[src/sv/key_exchange_init_parser_defines.svh]
// Assertion macros shared by the key-exchange-init parser RTL.
`ifndef KEY_EXCHANGE_INIT_PARSER_DEFINES_SVH
`define KEY_EXCHANGE_INIT_PARSER_DEFINES_SVH

// Same-cycle property, sampled on clk and disabled while rst_n is low.
`define KEXP_ASSERT(label, prop, msg) \
  label: assert property (@(posedge clk) disable iff (!rst_n) prop) else $error(msg);

// Next-cycle implication, sampled on clk and disabled while rst_n is low.
`define KEXP_ASSERT_NEXT(label, ante, cons, msg) \
  label: assert property (@(posedge clk) disable iff (!rst_n) (ante) |=> (cons)) else $error(msg);

`endif

[src/sv/kexp_pkg.sv]
// Types, codes and constants shared by the key-exchange-init parser.
`timescale 1ns / 1ps

package kexp_pkg;

  // Structure of the key-exchange-init message.
  localparam int NAME_LIST_COUNT = 10;
  localparam int COOKIE_BYTES    = 16;
  localparam logic [7:0] SEPARATOR_BYTE = 8'h2C;

  // Configuration register indexes and reset values.
  localparam int CFG_INDEX_W = 2;
  localparam logic [CFG_INDEX_W-1:0] CFG_MAX_PACKET_LENGTH     = 2'd0;
  localparam logic [CFG_INDEX_W-1:0] CFG_EXPECTED_MESSAGE_TYPE = 2'd1;
  localparam logic [31:0] MAX_PACKET_LENGTH_RESET     = 32'd10000000;
  localparam logic [7:0]  EXPECTED_MESSAGE_TYPE_RESET = 8'd20;

  // Result kinds.
  localparam logic [2:0] KIND_HEADER     = 3'd0;
  localparam logic [2:0] KIND_COOKIE     = 3'd1;
  localparam logic [2:0] KIND_NAME_BYTE  = 3'd2;
  localparam logic [2:0] KIND_SEPARATOR  = 3'd3;
  localparam logic [2:0] KIND_EMPTY_LIST = 3'd4;
  localparam logic [2:0] KIND_FOLLOWS    = 3'd5;
  localparam logic [2:0] KIND_DONE       = 3'd6;
  localparam logic [2:0] KIND_ERROR      = 3'd7;

  // Error codes.
  localparam logic [2:0] ERR_NONE         = 3'd0;
  localparam logic [2:0] ERR_BAD_PADDING  = 3'd1;
  localparam logic [2:0] ERR_TOO_LONG     = 3'd2;
  localparam logic [2:0] ERR_BAD_MESSAGE  = 3'd3;
  localparam logic [2:0] ERR_TOO_SHORT    = 3'd4;
  localparam logic [2:0] ERR_LIST_OVERRUN = 3'd5;

  // Parser phases.
  typedef enum logic [3:0] {
    PH_LEN    = 4'd0,
    PH_PAD    = 4'd1,
    PH_MSG    = 4'd2,
    PH_COOKIE = 4'd3,
    PH_LLEN   = 4'd4,
    PH_LBODY  = 4'd5,
    PH_FOLLOW = 4'd6,
    PH_SKIP   = 4'd7,
    PH_END    = 4'd8
  } phase_t;

  // Parser state carried from one byte to the next.
  typedef struct packed {
    phase_t      phase;
    logic [4:0]  field_counter;
    logic [31:0] length_shift;
    logic [7:0]  stored_padding;
    logic [31:0] payload_remaining;
    logic [31:0] list_remaining;
    logic [3:0]  current_list;
    logic [7:0]  padding_remaining;
  } kexp_state_t;

  localparam kexp_state_t KEXP_STATE_CLEAR = '{PH_LEN, 5'd0, 32'd0, 8'd0, 32'd0, 32'd0,
                                                4'd0, 8'd0};

  // Fields of one result transaction.
  typedef struct packed {
    logic [2:0]  kind;
    logic [3:0]  list_number;
    logic        list_last;
    logic [7:0]  value;
    logic [31:0] packet_length;
    logic [7:0]  padding_length;
    logic [2:0]  error_code;
    logic        packet_last;
  } kexp_result_t;

endpackage

[src/sv/kexp_step.sv]
// Next-state and result logic of the parser for one input byte.
`timescale 1ns / 1ps

module kexp_step import kexp_pkg::*; (
  input  kexp_state_t  st_i,
  input  logic         restart_i,
  input  logic [7:0]   data_i,
  input  logic [31:0]  max_packet_length_i,
  input  logic [7:0]   expected_message_type_i,
  output kexp_state_t  st_nxt_o,
  output logic         res_valid_o,
  output kexp_result_t res_o
);

  kexp_state_t s;
  logic [31:0] ls_shift;
  logic [31:0] pr_dec;
  logic [31:0] lr_dec;
  logic [4:0]  fc_inc;
  logic [3:0]  cl_inc;

  // Error result that ends the packet.
  function automatic kexp_result_t fail_res(input logic [2:0] err, input logic [3:0] list);
    kexp_result_t r;
    r = '0;
    r.kind        = KIND_ERROR;
    r.list_number = list;
    r.error_code  = err;
    r.packet_last = 1'b1;
    return r;
  endfunction

  // A restart byte sees a cleared parser.
  assign s = restart_i ? KEXP_STATE_CLEAR : st_i;

  // Shared arithmetic on the current state.
  assign ls_shift = {s.length_shift[23:0], data_i};
  assign pr_dec   = s.payload_remaining - 32'd1;
  assign lr_dec   = (s.list_remaining != 32'd0) ? s.list_remaining - 32'd1 : 32'd0;
  assign fc_inc   = s.field_counter + 5'd1;
  assign cl_inc   = s.current_list + 4'd1;

  // Phase decode: one byte moves the parser by at most one step.
  always_comb begin
    st_nxt_o    = s;
    res_valid_o = 1'b0;
    res_o       = '0;
    unique case (s.phase)
      PH_LEN: begin
        st_nxt_o.length_shift = ls_shift;
        if (fc_inc >= 5'd4) begin
          st_nxt_o.field_counter = 5'd0;
          st_nxt_o.phase         = PH_PAD;
        end else begin
          st_nxt_o.field_counter = fc_inc;
        end
      end
      PH_PAD: begin
        st_nxt_o.stored_padding = data_i;
        res_valid_o             = 1'b1;
        res_o.packet_length     = s.length_shift;
        res_o.padding_length    = data_i;
        if ({24'd0, data_i} >= s.length_shift) begin
          st_nxt_o.phase    = PH_END;
          res_o.kind        = KIND_ERROR;
          res_o.error_code  = ERR_BAD_PADDING;
          res_o.packet_last = 1'b1;
        end else if (s.length_shift > max_packet_length_i) begin
          st_nxt_o.phase    = PH_END;
          res_o.kind        = KIND_ERROR;
          res_o.error_code  = ERR_TOO_LONG;
          res_o.packet_last = 1'b1;
        end else begin
          st_nxt_o.payload_remaining = s.length_shift - {24'd0, data_i} - 32'd1;
          st_nxt_o.padding_remaining = data_i;
          st_nxt_o.phase             = PH_MSG;
          res_o.kind                 = KIND_HEADER;
        end
      end
      PH_MSG: begin
        if (s.payload_remaining == 32'd0) begin
          st_nxt_o.phase = PH_END;
          res_valid_o    = 1'b1;
          res_o          = fail_res(ERR_TOO_SHORT, 4'd0);
        end else if (data_i != expected_message_type_i) begin
          st_nxt_o.phase = PH_END;
          res_valid_o    = 1'b1;
          res_o          = fail_res(ERR_BAD_MESSAGE, 4'd0);
        end else begin
          st_nxt_o.payload_remaining = pr_dec;
          if (pr_dec < 32'(COOKIE_BYTES)) begin
            st_nxt_o.phase = PH_END;
            res_valid_o    = 1'b1;
            res_o          = fail_res(ERR_TOO_SHORT, 4'd0);
          end else begin
            st_nxt_o.field_counter = 5'd0;
            st_nxt_o.phase         = PH_COOKIE;
          end
        end
      end
      PH_COOKIE: begin
        st_nxt_o.payload_remaining = pr_dec;
        st_nxt_o.field_counter     = fc_inc;
        if (fc_inc >= 5'(COOKIE_BYTES)) begin
          st_nxt_o.current_list  = 4'd0;
          st_nxt_o.field_counter = 5'd0;
          st_nxt_o.length_shift  = 32'd0;
          st_nxt_o.phase         = (NAME_LIST_COUNT > 0) ? PH_LLEN : PH_FOLLOW;
        end
        res_valid_o = 1'b1;
        res_o.kind  = KIND_COOKIE;
        res_o.value = data_i;
      end
      PH_LLEN: begin
        if (s.field_counter == 5'd0 && s.payload_remaining < 32'd4) begin
          st_nxt_o.phase = PH_END;
          res_valid_o    = 1'b1;
          res_o          = fail_res(ERR_TOO_SHORT, 4'd0);
        end else begin
          st_nxt_o.length_shift      = ls_shift;
          st_nxt_o.payload_remaining = pr_dec;
          if (fc_inc < 5'd4) begin
            st_nxt_o.field_counter = fc_inc;
          end else begin
            st_nxt_o.field_counter = 5'd0;
            if (ls_shift > pr_dec) begin
              st_nxt_o.phase = PH_END;
              res_valid_o    = 1'b1;
              res_o          = fail_res(ERR_LIST_OVERRUN, s.current_list);
            end else if (ls_shift == 32'd0) begin
              // Empty list: report it and move on to the next list.
              st_nxt_o.current_list = cl_inc;
              st_nxt_o.length_shift = 32'd0;
              st_nxt_o.phase = (cl_inc >= 4'(NAME_LIST_COUNT)) ? PH_FOLLOW : PH_LLEN;
              res_valid_o       = 1'b1;
              res_o.kind        = KIND_EMPTY_LIST;
              res_o.list_number = s.current_list;
              res_o.list_last   = 1'b1;
            end else begin
              st_nxt_o.list_remaining = ls_shift;
              st_nxt_o.phase          = PH_LBODY;
            end
          end
        end
      end
      PH_LBODY: begin
        if (s.payload_remaining != 32'd0) begin
          st_nxt_o.payload_remaining = pr_dec;
        end
        st_nxt_o.list_remaining = lr_dec;
        if (lr_dec == 32'd0) begin
          st_nxt_o.current_list  = cl_inc;
          st_nxt_o.length_shift  = 32'd0;
          st_nxt_o.field_counter = 5'd0;
          st_nxt_o.phase = (cl_inc >= 4'(NAME_LIST_COUNT)) ? PH_FOLLOW : PH_LLEN;
        end
        res_valid_o       = 1'b1;
        res_o.kind        = (data_i == SEPARATOR_BYTE) ? KIND_SEPARATOR : KIND_NAME_BYTE;
        res_o.list_number = s.current_list;
        res_o.list_last   = (lr_dec == 32'd0);
        res_o.value       = data_i;
      end
      PH_FOLLOW: begin
        res_valid_o = 1'b1;
        if (s.payload_remaining == 32'd0) begin
          st_nxt_o.phase = PH_END;
          res_o          = fail_res(ERR_TOO_SHORT, 4'd0);
        end else begin
          st_nxt_o.payload_remaining = pr_dec;
          res_o.kind                 = KIND_FOLLOWS;
          res_o.value                = data_i;
          if (pr_dec == 32'd0 && s.padding_remaining == 8'd0) begin
            st_nxt_o.phase    = PH_END;
            res_o.packet_last = 1'b1;
          end else begin
            st_nxt_o.phase = PH_SKIP;
          end
        end
      end
      PH_SKIP: begin
        // Rest of the payload first, then the padding.
        if (s.payload_remaining != 32'd0) begin
          st_nxt_o.payload_remaining = pr_dec;
        end else if (s.padding_remaining != 8'd0) begin
          st_nxt_o.padding_remaining = s.padding_remaining - 8'd1;
        end
        if (st_nxt_o.payload_remaining == 32'd0 && st_nxt_o.padding_remaining == 8'd0) begin
          st_nxt_o.phase    = PH_END;
          res_valid_o       = 1'b1;
          res_o.kind        = KIND_DONE;
          res_o.packet_last = 1'b1;
        end
      end
      default: begin
        // Packet finished or failed: bytes are dropped until restart.
      end
    endcase
  end

endmodule

[src/sv/key_exchange_init_parser.sv]
// Top level of the key-exchange-init packet parser.
`timescale 1ns / 1ps
`include "key_exchange_init_parser_defines.svh"

// The parser takes one byte of a secure-shell binary packet per clock cycle and
// gives at most one result per byte, in the cycle after the byte is accepted, from a
// single result register. Bytes are accepted back to back at one per cycle; the
// input stalls only while that result register holds a result and out_stall is
// high. A byte with in_restart high starts a new packet and is its first length
// byte. After an error or the end of the packet, bytes give no result until the
// next restart. The configuration port always accepts writes (cfg_ready is high);
// index 0 is the maximum packet length and index 1 the expected message type, and
// writes are expected only while the parser is idle. There is no clearing pass
// after reset.

module key_exchange_init_parser import kexp_pkg::*; (
  input  logic                   clk,
  input  logic                   rst_n,
  // Byte input channel.
  input  logic                   in_valid,
  output logic                   in_stall,
  input  logic                   in_restart,
  input  logic [7:0]             in_data_byte,
  // Result channel.
  output logic                   out_valid,
  input  logic                   out_stall,
  output logic [2:0]             out_kind,
  output logic [3:0]             out_list_number,
  output logic                   out_list_last,
  output logic [7:0]             out_value,
  output logic [31:0]            out_packet_length,
  output logic [7:0]             out_padding_length,
  output logic [2:0]             out_error_code,
  output logic                   out_packet_last,
  // Configuration write channel.
  input  logic                   cfg_valid,
  output logic                   cfg_ready,
  input  logic [CFG_INDEX_W-1:0] cfg_index,
  input  logic [31:0]            cfg_data
);

  logic         in_acc;
  logic         out_take;
  logic         cfg_acc;
  logic [31:0]  max_packet_length_r;
  logic [7:0]   expected_message_type_r;
  kexp_state_t  st_r;
  kexp_state_t  st_nxt;
  logic         res_valid;
  kexp_result_t res;
  kexp_result_t res_r;
  logic         out_valid_r;
  logic         out_valid_nxt;

  // Handshakes.
  assign cfg_ready = 1'b1;
  assign cfg_acc   = cfg_valid & cfg_ready;
  assign in_stall  = out_valid_r & out_stall;
  assign in_acc    = in_valid & ~in_stall;
  assign out_take  = out_valid_r & ~out_stall;

  // Configuration registers.
  always_ff @(posedge clk) begin
    if (!rst_n) begin
      max_packet_length_r     <= MAX_PACKET_LENGTH_RESET;
      expected_message_type_r <= EXPECTED_MESSAGE_TYPE_RESET;
    end else if (cfg_acc) begin
      unique case (cfg_index)
        CFG_MAX_PACKET_LENGTH:     max_packet_length_r     <= cfg_data;
        CFG_EXPECTED_MESSAGE_TYPE: expected_message_type_r <= cfg_data[7:0];
        default: begin
          // Writes beyond the register list are ignored.
        end
      endcase
    end
  end

  // Per-byte parsing logic.
  kexp_step u_step (
    .st_i                    (st_r),
    .restart_i               (in_restart),
    .data_i                  (in_data_byte),
    .max_packet_length_i     (max_packet_length_r),
    .expected_message_type_i (expected_message_type_r),
    .st_nxt_o                (st_nxt),
    .res_valid_o             (res_valid),
    .res_o                   (res)
  );

  // Parser state advances on every accepted transaction.
  always_ff @(posedge clk) begin
    if (!rst_n) begin
      st_r <= KEXP_STATE_CLEAR;
    end else if (in_acc) begin
      st_r <= st_nxt;
    end
  end

  // Result register: loaded by a byte that gives a result, emptied when taken.
  always_comb begin
    out_valid_nxt = out_valid_r;
    if (in_acc && res_valid) begin
      out_valid_nxt = 1'b1;
    end else if (out_take) begin
      out_valid_nxt = 1'b0;
    end
  end

  always_ff @(posedge clk) begin
    if (!rst_n) begin
      out_valid_r <= 1'b0;
    end else begin
      out_valid_r <= out_valid_nxt;
    end
  end

  always_ff @(posedge clk) begin
    if (in_acc && res_valid) begin
      res_r <= res;
    end
  end

  assign out_valid          = out_valid_r;
  assign out_kind           = res_r.kind;
  assign out_list_number    = res_r.list_number;
  assign out_list_last      = res_r.list_last;
  assign out_value          = res_r.value;
  assign out_packet_length  = res_r.packet_length;
  assign out_padding_length = res_r.padding_length;
  assign out_error_code     = res_r.error_code;
  assign out_packet_last    = res_r.packet_last;

  // Checks on the parser's own behavior.
  `KEXP_ASSERT(a_error_ends_packet, (out_valid_r && res_r.kind == KIND_ERROR) |-> res_r.packet_last, "error result without packet_last")
  `KEXP_ASSERT(a_code_only_on_error, (out_valid_r && res_r.kind != KIND_ERROR) |-> (res_r.error_code == ERR_NONE), "error code on a non-error result")
  `KEXP_ASSERT(a_header_then_message, (out_valid_r && res_r.kind == KIND_HEADER) |-> (st_r.phase == PH_MSG), "header result shown while parser is not at the message byte")
  `KEXP_ASSERT_NEXT(a_end_holds, in_acc && !in_restart && st_r.phase == PH_END, st_r.phase == PH_END, "parser left the end phase without restart")

endmodule

[config.mk]
export PLATFORM = sky130hd
export DESIGN_NAME = key_exchange_init_parser
export DESIGN_NICKNAME = d
export VERILOG_FILES = /design/src/sv/kexp_pkg.sv /design/src/sv/kexp_step.sv /design/src/sv/key_exchange_init_parser.sv
export VERILOG_INCLUDE_DIRS = /design/src /design/src/sv
export SDC_FILE = /design/constraint.sdc
export NUM_CORES = 1
export LEC_CHECK = 0
export BUFFER_PORTS_ARGS = -buffer_cell sky130_fd_sc_hd__buf_2
export CORE_AREA = 2 2 191 193
export DETAILED_ROUTE_END_ITERATION = 12
export DIE_AREA = 0 0 193 195
export MAX_ROUTING_LAYER = met4
export PLACE_DENSITY = 0.64
export SETUP_SLACK_MARGIN = 0.05
export SLEW_MARGIN = 40
export SYNTH_ARGS = -nofsm -noshare
export SYNTH_HDL_FRONTEND = slang
export SYNTH_HIERARCHICAL = 1
export SYNTH_SLANG_ARGS = --single-unit
[constraint.sdc]
create_clock -name clk -period 12.7 [get_ports clk]
set_input_delay 3.175 -clock clk [delete_from_list [all_inputs] [get_ports clk]]
set_output_delay 3.175 -clock clk [all_outputs]
set_load 0.02 [all_outputs]
==> flow_summary.json <==
{
  "max_freq_ghz": 0.124,
  "status": "finished, final reports clean",
  "crit_start": "in_restart",
  "max-cap-violations": 0,
  "crit_path_end": "out_packet_length[27]",
  "first_pass_iters": 6,
  "utilization": 0.528,
  "first_iter_violations": 1914,
  "skew_ps": 15.0,
  "totalWireLength_microns": 64000,
  "drc": 0,
  "netlist_instances": 2209,
  "tightest_slew_ps": 896,
  "cp.required_ps": 12890,
  "ant_nets": 0,
  "grt_usage": 0.342,
  "cp_data_arrival_time_ps": 8260,
  "gr-total-overflow": 0,
  "slew_violations": 0,
  "port_buffers": 109,
  "n_antenna_cell": 0,
  "nets": 2357,
  "grt_pass1_wl_microns": 97000,
  "grt_pass1_vias": 15918,
  "p_per_area_nw_per_um2": 92.6,
  "fp.dieW_microns": 193,
  "timing.rr.end": "out_packet_length[27]",
  "dpl.hpwl_microns": 46600,
  "r2r_start": "st_r[49]",
  "cts_tree": "yes",
  "cp-end-kind": "flip-flop",
  "num_rows": 69,
  "holdWs_ps": 457,
  "vias_per_cell": 6.46,
  "antenna_found_initial": 0,
  "post-route-min-period_ps": 8070,
  "wire_per_inst_microns": 23.7,
  "ios": 111,
  "post_cts_buffers": 0,
  "cts_root_buffer": "clkbuf_16",
  "startpoint_type": "input pin",
  "place_congestion": 1.01,
  "syn_area_sq_um": 17100,
  "synth.avg_cell_area_sq_um": 7.75,
  "core-area_sq_um": 35400,
  "ir_worst_vdd_mv": 0.0914,
  "ctsHoldBuffers": 0,
  "syn_to_final_growth_pct": 9.20,
  "timing_worst_setup_path_type": "input pin to flip-flop",
  "clk_latency_ps": 570,
  "relSlewSlack": 0.402,
  "die_area_sq_um": 37600,
  "final_layout_size_suffix_gt1_frac": 0.0960,
  "ys_warn_count": 6,
  "initial_core_util": 0.484,
  "cts.sinks": 218,
  "htreeDepth": 1,
  "die_h_microns": 195,
  "crit_fanout": 60,
  "tns_ps": 0,
  "worst_r2r_path_depth": 16,
  "synth_nets": 2346,
  "finalCritPeriodShare": 0.636,
  "hold_path.class": "flip-flop to flip-flop",
  "post_cts_resize_count": 0,
  "cts_buffers": 26,
  "setup_violations": 0,
  "path_clk_slew_ps": 60,
  "rsz0062_at_grt": "no",
  "grt_max_degree": 113,
  "cts_buffer_depth": 3,
  "power_leakage_nw": 8.22,
  "hold_viol": 0,
  "num_vias": 17449,
  "ff2ff_setup_slack_ps": 6420
}
cell type report:
class,instances,area [sq um]
well taps,461,577
clock buffers,32,673
clock inverters,16,263
multi-input cells,1724,11000
fillers,3462,16700
inverters,120,450
repair buffers,130,734
flip-flops and latches,218,4960
routing by layer:
metal / routed length, microns / track usage / up-vias
li1: - / - / 7985
met1: 28200 / 0.478 / 8403
met2: 28000 / 0.513 / 915
met3: 5450 / 0.0390 / 146
met4: 2410 / 0.112 / 0
met5: 0 / - / -
flip-flops by register name, indices dropped and copies added (netlist names):
name and count:
expected_message_type_r 8, max_packet_length_r 32, out_error_code 3, out_kind 3, out_list_last 1, out_list_number 4
out_packet_last 1, out_packet_length 32, out_padding_length 8, out_valid 1, out_value 8, st_r 117
worst min-delay path by stage:
stage	start	endpoint	slack [ps]	cells past startpoint
finish	max_packet_length_r[27]	max_packet_length_r[27]	460	2
global route	max_packet_length_r[31]	max_packet_length_r[31]	480	2
CTS	max_packet_length_r[27]	max_packet_length_r[27]	460	2
detailed placement	max_packet_length_r[27]	max_packet_length_r[27]	450	2
global placement	max_packet_length_r[21]	max_packet_length_r[21]	440	2
floorplan	st_r[47]	st_r[47]	430	2
worst max-delay path, cell delays in order:
cell and delay [ps]:
buf_4 210, inv_2 550, buf_4 390, nand2_1 310
inv_1 280, ha_1 210, nand4_1 170, nor3_1 340
o211ai_1 180, o211a_1 150, a2111oi_0 460, o21ai_2 300
nand2_1 220, a31oi_1 150, nand3_1 220, nand2_1 130
nor2_4 110, buf_4 610
per-stage QoR:
stage,total power [mW],std cells,instance area [sq um],setup slack [ps]
after floorplan,0.848,2209,17100,2530
after global placement,0.903,2651,17700,4170
after detailed placement,0.905,2653,17800,4210
after CTS,1.73,2701,18700,4780
after global routing,1.78,2701,18700,4390
final,1.73,2701,18700,4630
report_power, final:
group,total (mW),internal [mW],switching (mW)
sequential,0.725,0.718,0.00723
clock,0.834,0.503,0.331
combinational,0.172,0.0518,0.120
cells in the final DEF (no fill, tap or decap), types with 10 or more instances in the layout:
cell         n
mux2i_1    168
inv_1      119
or3_1       18
and4_1      11
a21oi_1     75
nand4_1     28
buf_2      107
o31ai_1     17
o211ai_1    20
xnor2_1     41
nor3_1      66
dfxtp_1    158
o221ai_1    40
nor2b_1     27
a21o_1      16
nand2_1    461
a221o_1     18
nor2_1     177
xor2_1      13
o21a_1      11
a31oi_1     22
clkbuf_16   26
nand3_1     38
nor4_1      46
and3_1      13
edfxtp_1    60
o22ai_1     40
ha_1        88
o21ai_0     57
and2_1      10
or4_1       19
buf_4       17
Note: power is estimated with default switching activity, not from simulation.
